File: config.mk
export PLATFORM = sky130hd
export DESIGN_NAME = rc_link_frame_parser_flat
export DESIGN_NICKNAME = d
export VERILOG_FILES = /design/src/sv/rlfp_pkg.sv /design/src/sv/rlfp_channels.sv /design/src/sv/rlfp_byte_queue.sv /design/src/sv/rlfp_parser.sv /design/src/sv/rc_link_frame_parser.sv /design/src/flat_wrapper.sv
export SDC_FILE = /design/constraint.sdc
export NUM_CORES = 1
export LEC_CHECK = 0
export BUFFER_PORTS_ARGS = -buffer_cell sky130_fd_sc_hd__buf_2
export CORE_MARGIN = 2
export CORE_UTILIZATION = 28
export CTS_CLUSTER_SIZE = 14
export DETAILED_ROUTE_END_ITERATION = 8
export SYNTH_ARGS = -nofsm -noshare
export SYNTH_HDL_FRONTEND = slang
export SYNTH_HIERARCHICAL = 1
export SYNTH_SLANG_ARGS = --single-unit
File: constraint.sdc
create_clock -name clock -period 9.3 [get_ports clock]
set_input_delay 0.93 -clock clock [delete_from_list [all_inputs] [get_ports clock]]
set_output_delay 0.93 -clock clock [all_outputs]
set_load 0.01 [all_outputs]
File: src/sv/rlfp_pkg.sv
// Package for the RC link frame parser: shared constants, types and the CRC-8 step.
// No dependencies.
package rlfp_pkg;

   localparam int MAX_FRAME_BYTES_DEF = 64;
   localparam int QUEUE_DEPTH         = 4;
   localparam int QPTR_W              = 2;
   localparam int CSR_IDX_W           = 8;

   localparam logic [7:0] CRC_POLY       = 8'hD5;
   localparam logic [7:0] SYNC_RESET     = 8'd200;
   localparam logic [7:0] CHTYPE_RESET   = 8'd22;
   localparam logic [7:0] CHAN_FRAME_LEN = 8'd24;   // type + 22 payload + crc
   localparam int         PAYLOAD_BITS   = 176;

   localparam logic [CSR_IDX_W-1:0] CSR_SYNC_VALUE   = 8'd0;
   localparam logic [CSR_IDX_W-1:0] CSR_CHANNEL_TYPE = 8'd1;

   typedef struct packed {
      logic       valid;
      logic [7:0] data;
   } rlfp_byte_type;

   function automatic logic [7:0] crc8_step(input logic [7:0] c, input logic [7:0] d);
      logic [7:0] r;
      r = c ^ d;
      for (int b = 0; b < 8; b++) begin
         if (r[7]) r = {r[6:0], 1'b0} ^ CRC_POLY;
         else      r = {r[6:0], 1'b0};
      end
      return r;
   endfunction

endpackage

File: src/sv/rlfp_channels.sv
// Handshake channel interfaces of the RC link frame parser.
// No dependencies.
interface rlfp_req_if;
   logic       valid;
   logic       ready;
   logic [7:0] rx_byte;
   modport source (output valid, output rx_byte, input ready);
   modport sink   (input valid, input rx_byte, output ready);
endinterface

interface rlfp_rsp_if;
   logic        valid;
   logic        ready;
   logic [3:0]  channel_index;
   logic [10:0] channel_value;
   logic        last_of_frame;
   modport source (output valid, output channel_index, output channel_value,
                   output last_of_frame, input ready);
   modport sink   (input valid, input channel_index, input channel_value,
                   input last_of_frame, output ready);
endinterface

File: src/sv/rlfp_byte_queue.sv
// Front end: accepts received bytes into a short queue for the parser.
// Depends on rlfp_pkg and rlfp_channels.
module rlfp_byte_queue (
   input  logic                   clock,
   input  logic                   reset,
   rlfp_req_if.sink               req_chan,
   output rlfp_pkg::rlfp_byte_type head_o,
   input  logic                   pop_i
);
   import rlfp_pkg::*;

   logic [7:0]      q_ff [QUEUE_DEPTH];
   logic [QPTR_W-1:0] wr_ptr_ff, wr_ptr_in, rd_ptr_ff, rd_ptr_in;
   logic [QPTR_W:0]   count_ff, count_in;
   logic            push;
   logic            pop;

   assign req_chan.ready = (count_ff != (QPTR_W+1)'(QUEUE_DEPTH));
   assign push = req_chan.valid && req_chan.ready;
   assign pop  = pop_i && (count_ff != '0);

   assign head_o.valid = (count_ff != '0);
   assign head_o.data  = q_ff[rd_ptr_ff];

   always_comb begin
      wr_ptr_in = push ? wr_ptr_ff + 1'b1 : wr_ptr_ff;
      rd_ptr_in = pop ? rd_ptr_ff + 1'b1 : rd_ptr_ff;
      count_in  = count_ff + (QPTR_W+1)'(push) - (QPTR_W+1)'(pop);
   end

   always_ff @(posedge clock) begin
      if (push) q_ff[wr_ptr_ff] <= req_chan.rx_byte;
   end

   always_ff @(posedge clock) begin
      if (reset) begin
         wr_ptr_ff <= '0;
         rd_ptr_ff <= '0;
         count_ff  <= '0;
      end else begin
         wr_ptr_ff <= wr_ptr_in;
         rd_ptr_ff <= rd_ptr_in;
         count_ff  <= count_in;
      end
   end

endmodule

File: src/sv/rlfp_parser.sv
// Back end: frame store, parse sequencer, CRC-8 and channel unpacking.
// Depends on rlfp_pkg and rlfp_channels.
module rlfp_parser #(
   parameter int MAX_FRAME_BYTES = rlfp_pkg::MAX_FRAME_BYTES_DEF
) (
   input  logic                   clock,
   input  logic                   reset,
   input  logic [7:0]             sync_value,
   input  logic [7:0]             channels_frame_type,
   input  rlfp_pkg::rlfp_byte_type head_i,
   output logic                   pop_o,
   rlfp_rsp_if.source             rsp_chan
);
   import rlfp_pkg::*;

   localparam int IDX_W = $clog2(MAX_FRAME_BYTES);
   localparam int CNT_W = $clog2(MAX_FRAME_BYTES + 1);
   localparam int SUM_W = CNT_W + 1;
   localparam logic [CNT_W-1:0] FULL      = CNT_W'(MAX_FRAME_BYTES);
   localparam logic [8:0]       MAX_TOTAL = 9'(MAX_FRAME_BYTES);

   localparam logic [2:0] S_IDLE  = 3'd0;
   localparam logic [2:0] S_CHECK = 3'd1;
   localparam logic [2:0] S_SYNC  = 3'd2;
   localparam logic [2:0] S_LEN   = 3'd3;
   localparam logic [2:0] S_CRC   = 3'd4;
   localparam logic [2:0] S_EMIT  = 3'd5;

   logic [7:0] mem [MAX_FRAME_BYTES];
   logic [7:0] rd_data_ff;
   logic [IDX_W-1:0] rd_addr, wr_addr;
   logic             wr_en;

   logic [2:0]       state_ff, state_in;
   logic [IDX_W-1:0] head_ff, head_in;
   logic [CNT_W-1:0] fill_ff, fill_in;
   logic [CNT_W-1:0] off_ff, off_in;
   logic [7:0]       flen_ff, flen_in;
   logic [7:0]       crc_ff, crc_in;
   logic [7:0]       ftype_ff, ftype_in;
   logic [PAYLOAD_BITS-1:0] payload_ff, payload_in;
   logic [3:0]       ch_ff, ch_in;
   logic [1:0]       frames_ff, frames_in;

   logic        rsp_valid_ff, rsp_valid_in;
   logic [3:0]  rsp_idx_ff, rsp_idx_in;
   logic [10:0] rsp_val_ff, rsp_val_in;
   logic        rsp_last_ff, rsp_last_in;

   logic [8:0]  total;
   logic [CNT_W-1:0] last_off;

   function automatic logic [IDX_W-1:0] wrap(input logic [IDX_W-1:0] b,
                                             input logic [CNT_W-1:0] o);
      logic [SUM_W-1:0] s;
      s = SUM_W'(b) + SUM_W'(o);
      if (s >= SUM_W'(MAX_FRAME_BYTES)) s = s - SUM_W'(MAX_FRAME_BYTES);
      return s[IDX_W-1:0];
   endfunction

   assign total    = {1'b0, rd_data_ff} + 9'd2;
   assign last_off = CNT_W'({1'b0, flen_ff} + 9'd1);

   assign rsp_chan.valid         = rsp_valid_ff;
   assign rsp_chan.channel_index = rsp_idx_ff;
   assign rsp_chan.channel_value = rsp_val_ff;
   assign rsp_chan.last_of_frame = rsp_last_ff;

   always_comb begin
      state_in    = state_ff;
      head_in     = head_ff;
      fill_in     = fill_ff;
      off_in      = off_ff;
      flen_in     = flen_ff;
      crc_in      = crc_ff;
      ftype_in    = ftype_ff;
      payload_in  = payload_ff;
      ch_in       = ch_ff;
      frames_in   = frames_ff;
      rd_addr     = head_ff;
      wr_addr     = head_ff;
      wr_en       = 1'b0;
      pop_o       = 1'b0;
      rsp_valid_in = rsp_valid_ff && !rsp_chan.ready;
      rsp_idx_in   = rsp_idx_ff;
      rsp_val_in   = rsp_val_ff;
      rsp_last_in  = rsp_last_ff;

      unique case (state_ff)
         S_IDLE: begin
            if (head_i.valid) begin
               pop_o     = 1'b1;
               frames_in = '0;
               if (!(fill_ff == '0 && head_i.data != sync_value)) begin
                  wr_en = 1'b1;
                  if (fill_ff == FULL) begin
                     // oldest byte makes room
                     wr_addr = head_ff;
                     head_in = wrap(head_ff, CNT_W'(1));
                  end else begin
                     wr_addr = wrap(head_ff, fill_ff);
                     fill_in = fill_ff + 1'b1;
                  end
                  state_in = S_CHECK;
               end
            end
         end
         S_CHECK: begin
            rd_addr = head_ff;
            if (fill_ff < CNT_W'(3)) state_in = S_IDLE;
            else                     state_in = S_SYNC;
         end
         S_SYNC: begin
            if (rd_data_ff != sync_value) begin
               head_in  = wrap(head_ff, CNT_W'(1));
               fill_in  = fill_ff - 1'b1;
               state_in = S_CHECK;
            end else begin
               rd_addr  = wrap(head_ff, CNT_W'(1));
               state_in = S_LEN;
            end
         end
         S_LEN: begin
            flen_in = rd_data_ff;
            if (rd_data_ff < 8'd2 || total > MAX_TOTAL) begin
               head_in  = wrap(head_ff, CNT_W'(1));
               fill_in  = fill_ff - 1'b1;
               state_in = S_CHECK;
            end else if (9'(fill_ff) < total) begin
               state_in = S_IDLE;
            end else begin
               rd_addr  = wrap(head_ff, CNT_W'(2));
               off_in   = CNT_W'(2);
               crc_in   = '0;
               state_in = S_CRC;
            end
         end
         S_CRC: begin
            if (off_ff == last_off) begin
               if (rd_data_ff == crc_ff) begin
                  head_in = wrap(head_ff, CNT_W'({1'b0, flen_ff} + 9'd2));
                  fill_in = fill_ff - CNT_W'({1'b0, flen_ff} + 9'd2);
                  if (ftype_ff == channels_frame_type && flen_ff == CHAN_FRAME_LEN &&
                      frames_ff != 2'd2) begin
                     ch_in    = '0;
                     state_in = S_EMIT;
                  end else begin
                     state_in = S_CHECK;
                  end
               end else begin
                  head_in  = wrap(head_ff, CNT_W'(1));
                  fill_in  = fill_ff - 1'b1;
                  state_in = S_CHECK;
               end
            end else begin
               crc_in = crc8_step(crc_ff, rd_data_ff);
               if (off_ff == CNT_W'(2)) ftype_in = rd_data_ff;
               else payload_in = {rd_data_ff, payload_ff[PAYLOAD_BITS-1:8]};
               off_in  = off_ff + 1'b1;
               rd_addr = wrap(head_ff, off_ff + 1'b1);
            end
         end
         S_EMIT: begin
            if (!rsp_valid_ff || rsp_chan.ready) begin
               rsp_valid_in = 1'b1;
               rsp_idx_in   = ch_ff;
               rsp_val_in   = payload_ff[10:0];
               rsp_last_in  = (ch_ff == 4'd15);
               payload_in   = {11'd0, payload_ff[PAYLOAD_BITS-1:11]};
               ch_in        = ch_ff + 1'b1;
               if (ch_ff == 4'd15) begin
                  frames_in = frames_ff + 1'b1;
                  state_in  = S_CHECK;
               end
            end
         end
         default: state_in = S_IDLE;
      endcase
   end

   always_ff @(posedge clock) begin
      if (wr_en) mem[wr_addr] <= head_i.data;
      rd_data_ff <= mem[rd_addr];
   end

   always_ff @(posedge clock) begin
      off_ff     <= off_in;
      flen_ff    <= flen_in;
      crc_ff     <= crc_in;
      ftype_ff   <= ftype_in;
      payload_ff <= payload_in;
      ch_ff      <= ch_in;
      rsp_idx_ff <= rsp_idx_in;
      rsp_val_ff <= rsp_val_in;
      rsp_last_ff <= rsp_last_in;
   end

   always_ff @(posedge clock) begin
      if (reset) begin
         state_ff     <= S_IDLE;
         head_ff      <= '0;
         fill_ff      <= '0;
         frames_ff    <= '0;
         rsp_valid_ff <= 1'b0;
      end else begin
         state_ff     <= state_in;
         head_ff      <= head_in;
         fill_ff      <= fill_in;
         frames_ff    <= frames_in;
         rsp_valid_ff <= rsp_valid_in;
      end
   end

endmodule

File: src/sv/rc_link_frame_parser.sv
// RC link frame parser top level: configuration registers, byte queue, parser.
// Depends on rlfp_pkg, rlfp_channels, rlfp_byte_queue and rlfp_parser.
//
// Usage: req_chan carries one received link byte per transaction. Frames are
// sync, length, type, payload, CRC-8 (poly 0xD5 over type and payload). Each
// good channel frame (22-byte payload) yields 16 transactions on rsp_chan,
// channel 0..15 in order, 11-bit values, last_of_frame set on channel 15.
// csr_wr_en/csr_index/csr_wr_data write sync_value (index 0) and
// channels_frame_type (index 1); other indexes are ignored. Write only while idle.
// Flow: a byte waits in a 4-entry queue, then the parser checks the header
// (sync, length) and makes a CRC pass over the frame store (one memory read
// per cycle), then outputs the 16 channel values of a channel frame; at most
// two channel frames are output per byte taken, later ones are dropped. A
// rescan after a bad frame repeats this per dropped byte.
// Reset empties the queue and the frame store and restores register defaults.
// When rsp_chan stalls the parser holds its channel; the queue keeps taking
// bytes until it fills, then req_chan.ready drops.
module rc_link_frame_parser #(
   parameter int MAX_FRAME_BYTES = rlfp_pkg::MAX_FRAME_BYTES_DEF
) (
   input  logic                            clock,
   input  logic                            reset,
   rlfp_req_if.sink                        req_chan,
   rlfp_rsp_if.source                      rsp_chan,
   input  logic                            csr_wr_en,
   input  logic [rlfp_pkg::CSR_IDX_W-1:0]  csr_index,
   input  logic [7:0]                      csr_wr_data
);
   import rlfp_pkg::*;

   logic [7:0]    sync_ff, sync_in;
   logic [7:0]    chtype_ff, chtype_in;
   rlfp_byte_type q_head;
   logic          q_pop;

   // register file, no read-back
   always_comb begin
      sync_in   = sync_ff;
      chtype_in = chtype_ff;
      if (csr_wr_en) begin
         if (csr_index == CSR_SYNC_VALUE)   sync_in   = csr_wr_data;
         if (csr_index == CSR_CHANNEL_TYPE) chtype_in = csr_wr_data;
      end
   end

   always_ff @(posedge clock) begin
      if (reset) begin
         sync_ff   <= SYNC_RESET;
         chtype_ff <= CHTYPE_RESET;
      end else begin
         sync_ff   <= sync_in;
         chtype_ff <= chtype_in;
      end
   end

   // front: byte intake
   rlfp_byte_queue u_queue (
      .clock    (clock),
      .reset    (reset),
      .req_chan (req_chan),
      .head_o   (q_head),
      .pop_i    (q_pop)
   );

   // back: frame store and parse sequencer
   rlfp_parser #(
      .MAX_FRAME_BYTES (MAX_FRAME_BYTES)
   ) u_parser (
      .clock               (clock),
      .reset               (reset),
      .sync_value          (sync_ff),
      .channels_frame_type (chtype_ff),
      .head_i              (q_head),
      .pop_o               (q_pop),
      .rsp_chan            (rsp_chan)
   );

endmodule
File: src/flat_wrapper.sv
// flat-port wrapper written by rule: the top's interface ports become plain ports
module rc_link_frame_parser_flat import rlfp_pkg::*;
#(
   parameter int MAX_FRAME_BYTES = rlfp_pkg::MAX_FRAME_BYTES_DEF
)
  (clock, reset, csr_wr_en, csr_index, csr_wr_data, req_chan_valid, req_chan_rx_byte, req_chan_ready, rsp_chan_valid, rsp_chan_channel_index, rsp_chan_channel_value, rsp_chan_last_of_frame, rsp_chan_ready);
  rlfp_req_if req_chan_i ();
  rlfp_rsp_if rsp_chan_i ();
  input  logic clock;
  input  logic reset;
  input  logic csr_wr_en;
  input  logic [rlfp_pkg::CSR_IDX_W-1:0] csr_index;
  input  logic [7:0] csr_wr_data;
  input wire logic [$bits(req_chan_i.valid)-1:0] req_chan_valid;
  input wire logic [$bits(req_chan_i.rx_byte)-1:0] req_chan_rx_byte;
  output wire logic [$bits(req_chan_i.ready)-1:0] req_chan_ready;
  output wire logic [$bits(rsp_chan_i.valid)-1:0] rsp_chan_valid;
  output wire logic [$bits(rsp_chan_i.channel_index)-1:0] rsp_chan_channel_index;
  output wire logic [$bits(rsp_chan_i.channel_value)-1:0] rsp_chan_channel_value;
  output wire logic [$bits(rsp_chan_i.last_of_frame)-1:0] rsp_chan_last_of_frame;
  input wire logic [$bits(rsp_chan_i.ready)-1:0] rsp_chan_ready;
  assign req_chan_i.valid = req_chan_valid;
  assign req_chan_i.rx_byte = req_chan_rx_byte;
  assign req_chan_ready = req_chan_i.ready;
  assign rsp_chan_valid = rsp_chan_i.valid;
  assign rsp_chan_channel_index = rsp_chan_i.channel_index;
  assign rsp_chan_channel_value = rsp_chan_i.channel_value;
  assign rsp_chan_last_of_frame = rsp_chan_i.last_of_frame;
  assign rsp_chan_i.ready = rsp_chan_ready;
  rc_link_frame_parser #(.MAX_FRAME_BYTES(MAX_FRAME_BYTES)) u_core (.clock(clock), .reset(reset), .req_chan(req_chan_i), .rsp_chan(rsp_chan_i), .csr_wr_en(csr_wr_en), .csr_index(csr_index), .csr_wr_data(csr_wr_data));
endmodule
==> results.tsv <==
metric	value	unit
area_delta_synth_final	12.5	%
dieArea	0.131	mm2
p_per_area	264	mW/mm2
cts_resized	0	
setup_tns	0	ns
synth-edff-count	771	
leakage	0.0142	uW
r2r-start	u_core/u_parser/rd_data_ff[2]$_DFF_P_	
synth_compound_area_share	8.43	%
synthMuxAreaShare	1.86	%
synth.distinct_cells	79	
clk_pin_slew	0.06	ns
rsz0062_at_grt	no	
power_frac_seq	42.8	%
synth_top_family_by_area	simple AND/OR/NAND/NOR gates	
clockBufferDepth	3	
cts.sinks	823	
r2r_end	u_core/u_parser/rd_data_ff[2]$_DFF_P_	
holdWs	0.409	ns
synth_area_leaders	edfxtp_1, nand2_1, dfxtp_1, a211oi_1, and2_1	
power_frac_clock	31.0	%
die_w	363	um
ant_nets	0	
p_sw	3500	uW
netlist_instances	2945	
design.core.area	0.128	mm2
ys_seq_area_share	67.2	%
antenna_found_initial	0	
clk_latency	0.64	ns
gp_congestion	0.844	
p_int	7180	uW
cp-startpoint	u_core/u_parser/rd_data_ff[2]$_DFF_P_	
num_vias	22662	
clock.fmax	179	MHz
wire_per_inst	18.7	um
final-hold-violation-count	0	
grt_pass1_wl	134	mm
wl	87.1	mm
vias_per_cell	4.85	
yosysTopAreaCell	edfxtp_1	
rows	131	
synth_seq_cells	823	
finalCritPeriodShare	60.2	%
fillers	12659	
skew	0.0264	ns
nets	3020	
reg2reg_depth	16	
overflow	0	
max_slew_margin	25.9	%
status	finished clean	
dr.pass1.iters	5	
post-synth-top-count-cell	nand2_1	
r2r_slack	3.70	ns
grt_pass1_vias	21964	
initial_core_util	28.2	%
avgSynthCellArea	12.2	um2
p_sw_share	32.8	%
arrival	6.03	ns
ir_drop	0.000190	V
num_io_pins	47	
dp_hpwl	51.2	mm
syn_nets	3025	
cp.required	9.73	ns
cts_tree	done	
drive_gt1_share	7.98	%
ys.flop_type	edfxtp_1	
hold_class	register to register	
grt_start_max_net_pins	179	
ys_warn_count	6	
crit_path_end	u_core/u_parser/rd_data_ff[2]$_DFF_P_	
synth_fa_ha_area_share	1.88	%
port_buffers	46	
end_kind	register	
worst_slew_pin_slew	1.11	ns
slew_viol_final	0	
drt-initial-drc-count	2111	
grt_usage	13.0	%
drv_cap	0	
power_frac_comb	26.3	%
postCtsSetupBuffers	0	
setup_violations	0	
die_y	363	um
start_kind	register	
numCtsBuffers	86	
synthArstFlopShare	0	%
syn_area	0.0360	mm2
synthTopCellsByCount	nand2_1, edfxtp_1, nor2_1	
synth_top_cell_area_share	64.3	%
yosys.area_share.simple	15.5	%
worstPathMaxFanout	178	
cts_root_buffer	clkbuf_16	
path_class	register to register	
synth_xor_area_share	2.46	%
drc_errors	0	
htree_levels	3	
holdBufCountCts	0	
diodes	0	
fin_crit	5.60	ns
==> metrics by stage <==
step                total power (uW)  setup slack (ns)  instance area [um2]  utilization (%)  instances
finish                         10700              3.70                40500             31.8       4670
floorplan                       6570              2.98                36000                -       2945
detailed placement              7430              3.84                37800             29.7       4514
global route                   11200              3.41                40500             31.8       4670
CTS                            10700              3.84                40500             31.8       4670
global placement                7400              3.87                37800             29.7       4514
==> metal layers <==
| layer | vias up | GRT usage, % | share of wire, % |
|---|---|---|---|
| li1 | 10641 | - | - |
| met2 | 688 | 20.3 | 46 |
| met1 | 11199 | 18.3 | 45 |
| met5 | - | 0 | 0 |
| met4 | 0 | 4.04 | 2.6 |
| met3 | 134 | 2.19 | 6.1 |
==> area by class of cell <==
class | count | area [um2] | area share (%)
inverter | 31 | 116 | 0.287
clock buffer | 104 | 2310 | 5.71
timing repair buffer | 80 | 523 | 1.29
multi-input combinational | 1918 | 10900 | 26.9
tap | 1662 | 2080 | 5.13
sequential | 823 | 24200 | 59.7
clock inverter | 52 | 375 | 0.927
==> how the worst min path moves through the flow <==
stage	start	end	slack [ns]	depth (start not counted)
global route	u_core/u_parser/payload_ff[4]$_DFFE_PP_	u_core/u_parser/rsp_chan.channel_value[4]$_DFFE_PP_	0.42	0
CTS	u_core/u_parser/payload_ff[2]$_DFFE_PP_	u_core/u_parser/rsp_chan.channel_value[2]$_DFFE_PP_	0.42	0
finish	u_core/u_parser/payload_ff[2]$_DFFE_PP_	u_core/u_parser/rsp_chan.channel_value[2]$_DFFE_PP_	0.41	0
floorplan	u_core/u_parser/payload_ff[0]$_DFFE_PP_	u_core/u_parser/rsp_chan.channel_value[0]$_DFFE_PP_	0.40	0
detailed placement	u_core/u_parser/payload_ff[0]$_DFFE_PP_	u_core/u_parser/rsp_chan.channel_value[0]$_DFFE_PP_	0.40	0
global placement	u_core/u_parser/payload_ff[4]$_DFFE_PP_	u_core/u_parser/rsp_chan.channel_value[4]$_DFFE_PP_	0.41	0
==> logic make-up (layout without fill, tap and decap cells) <==
family | Yosys count | in the layout
DFF | 823 | 823
adders and majority gates | 51 | 51
muxes | 56 | 56
and+or+nand+nor | 1294 | 1294
AOI/OAI and AO/OA | 416 | 416
xor gates and xnor gates | 101 | 101
buffers and inverters | 204 | 267
==> sequential cells by signal, summed over array words and instances (netlist names), 8 cells and up, named ones only <==
signal / cells
u_core/u_parser/crc_ff: 8
u_core/u_parser/payload_ff: 176
u_core/chtype_ff: 8
u_core/u_parser/ftype_ff: 8
u_core/u_parser/rd_data_ff: 8
u_core/sync_ff: 8
u_core/u_queue/q_ff: 32
u_core/u_parser/flen_ff: 8
u_core/u_parser/rsp_chan.channel_value: 11
u_core/u_parser/mem: 512
==> cell usage in the layout, fill, tap and decap left out, types with 23 or more instances in the layout <==
master     synthesis  routed
buf_4             20      31
a31oi_1           72      72
inv_1             30      30
nor2_1           138     138
a311oi_1          28      28
and2_1           106     106
edfxtp_1         771     771
ha_1              46      46
a21oi_1           45      45
clkbuf_16          0      89
dfxtp_1           52      52
xnor2_1           54      54
a221oi_1          23      23
nand3_1           55      55
nand2_1          866     866
mux2i_1           45      44
a211oi_1         102     102
xor2_1            47      47
o21ai_0           27      27
buf_2             60      46
==> power groups by stage <==
stage               sequential (uW)  combinational [uW]  clock [uW]
floorplan                      4530                2040           0
global placement               4640                2760           0
detailed placement             4640                2780           0
CTS                            4570                2790        3390
global route                   4590                3050        3530
finish                         4570                2810        3310
==> critical path, stage by stage, from the launching register on <==
cell and delay (ns):
dfxtp_1 0.60, and4_1 0.29, nand2_1 0.07, xor2_1 0.17, ha_1 0.31, a21o_1 0.17
a211oi_1 0.21, o21a_1 0.25, nor4_2 0.10, and2_1 0.22, a211oi_4 0.85, buf_12 0.63
nor2b_1 0.11, a211oi_1 0.24, a211oi_1 0.08, a221oi_1 0.63, a311oi_1 0.31
Power figures use the tool's default switching activity.
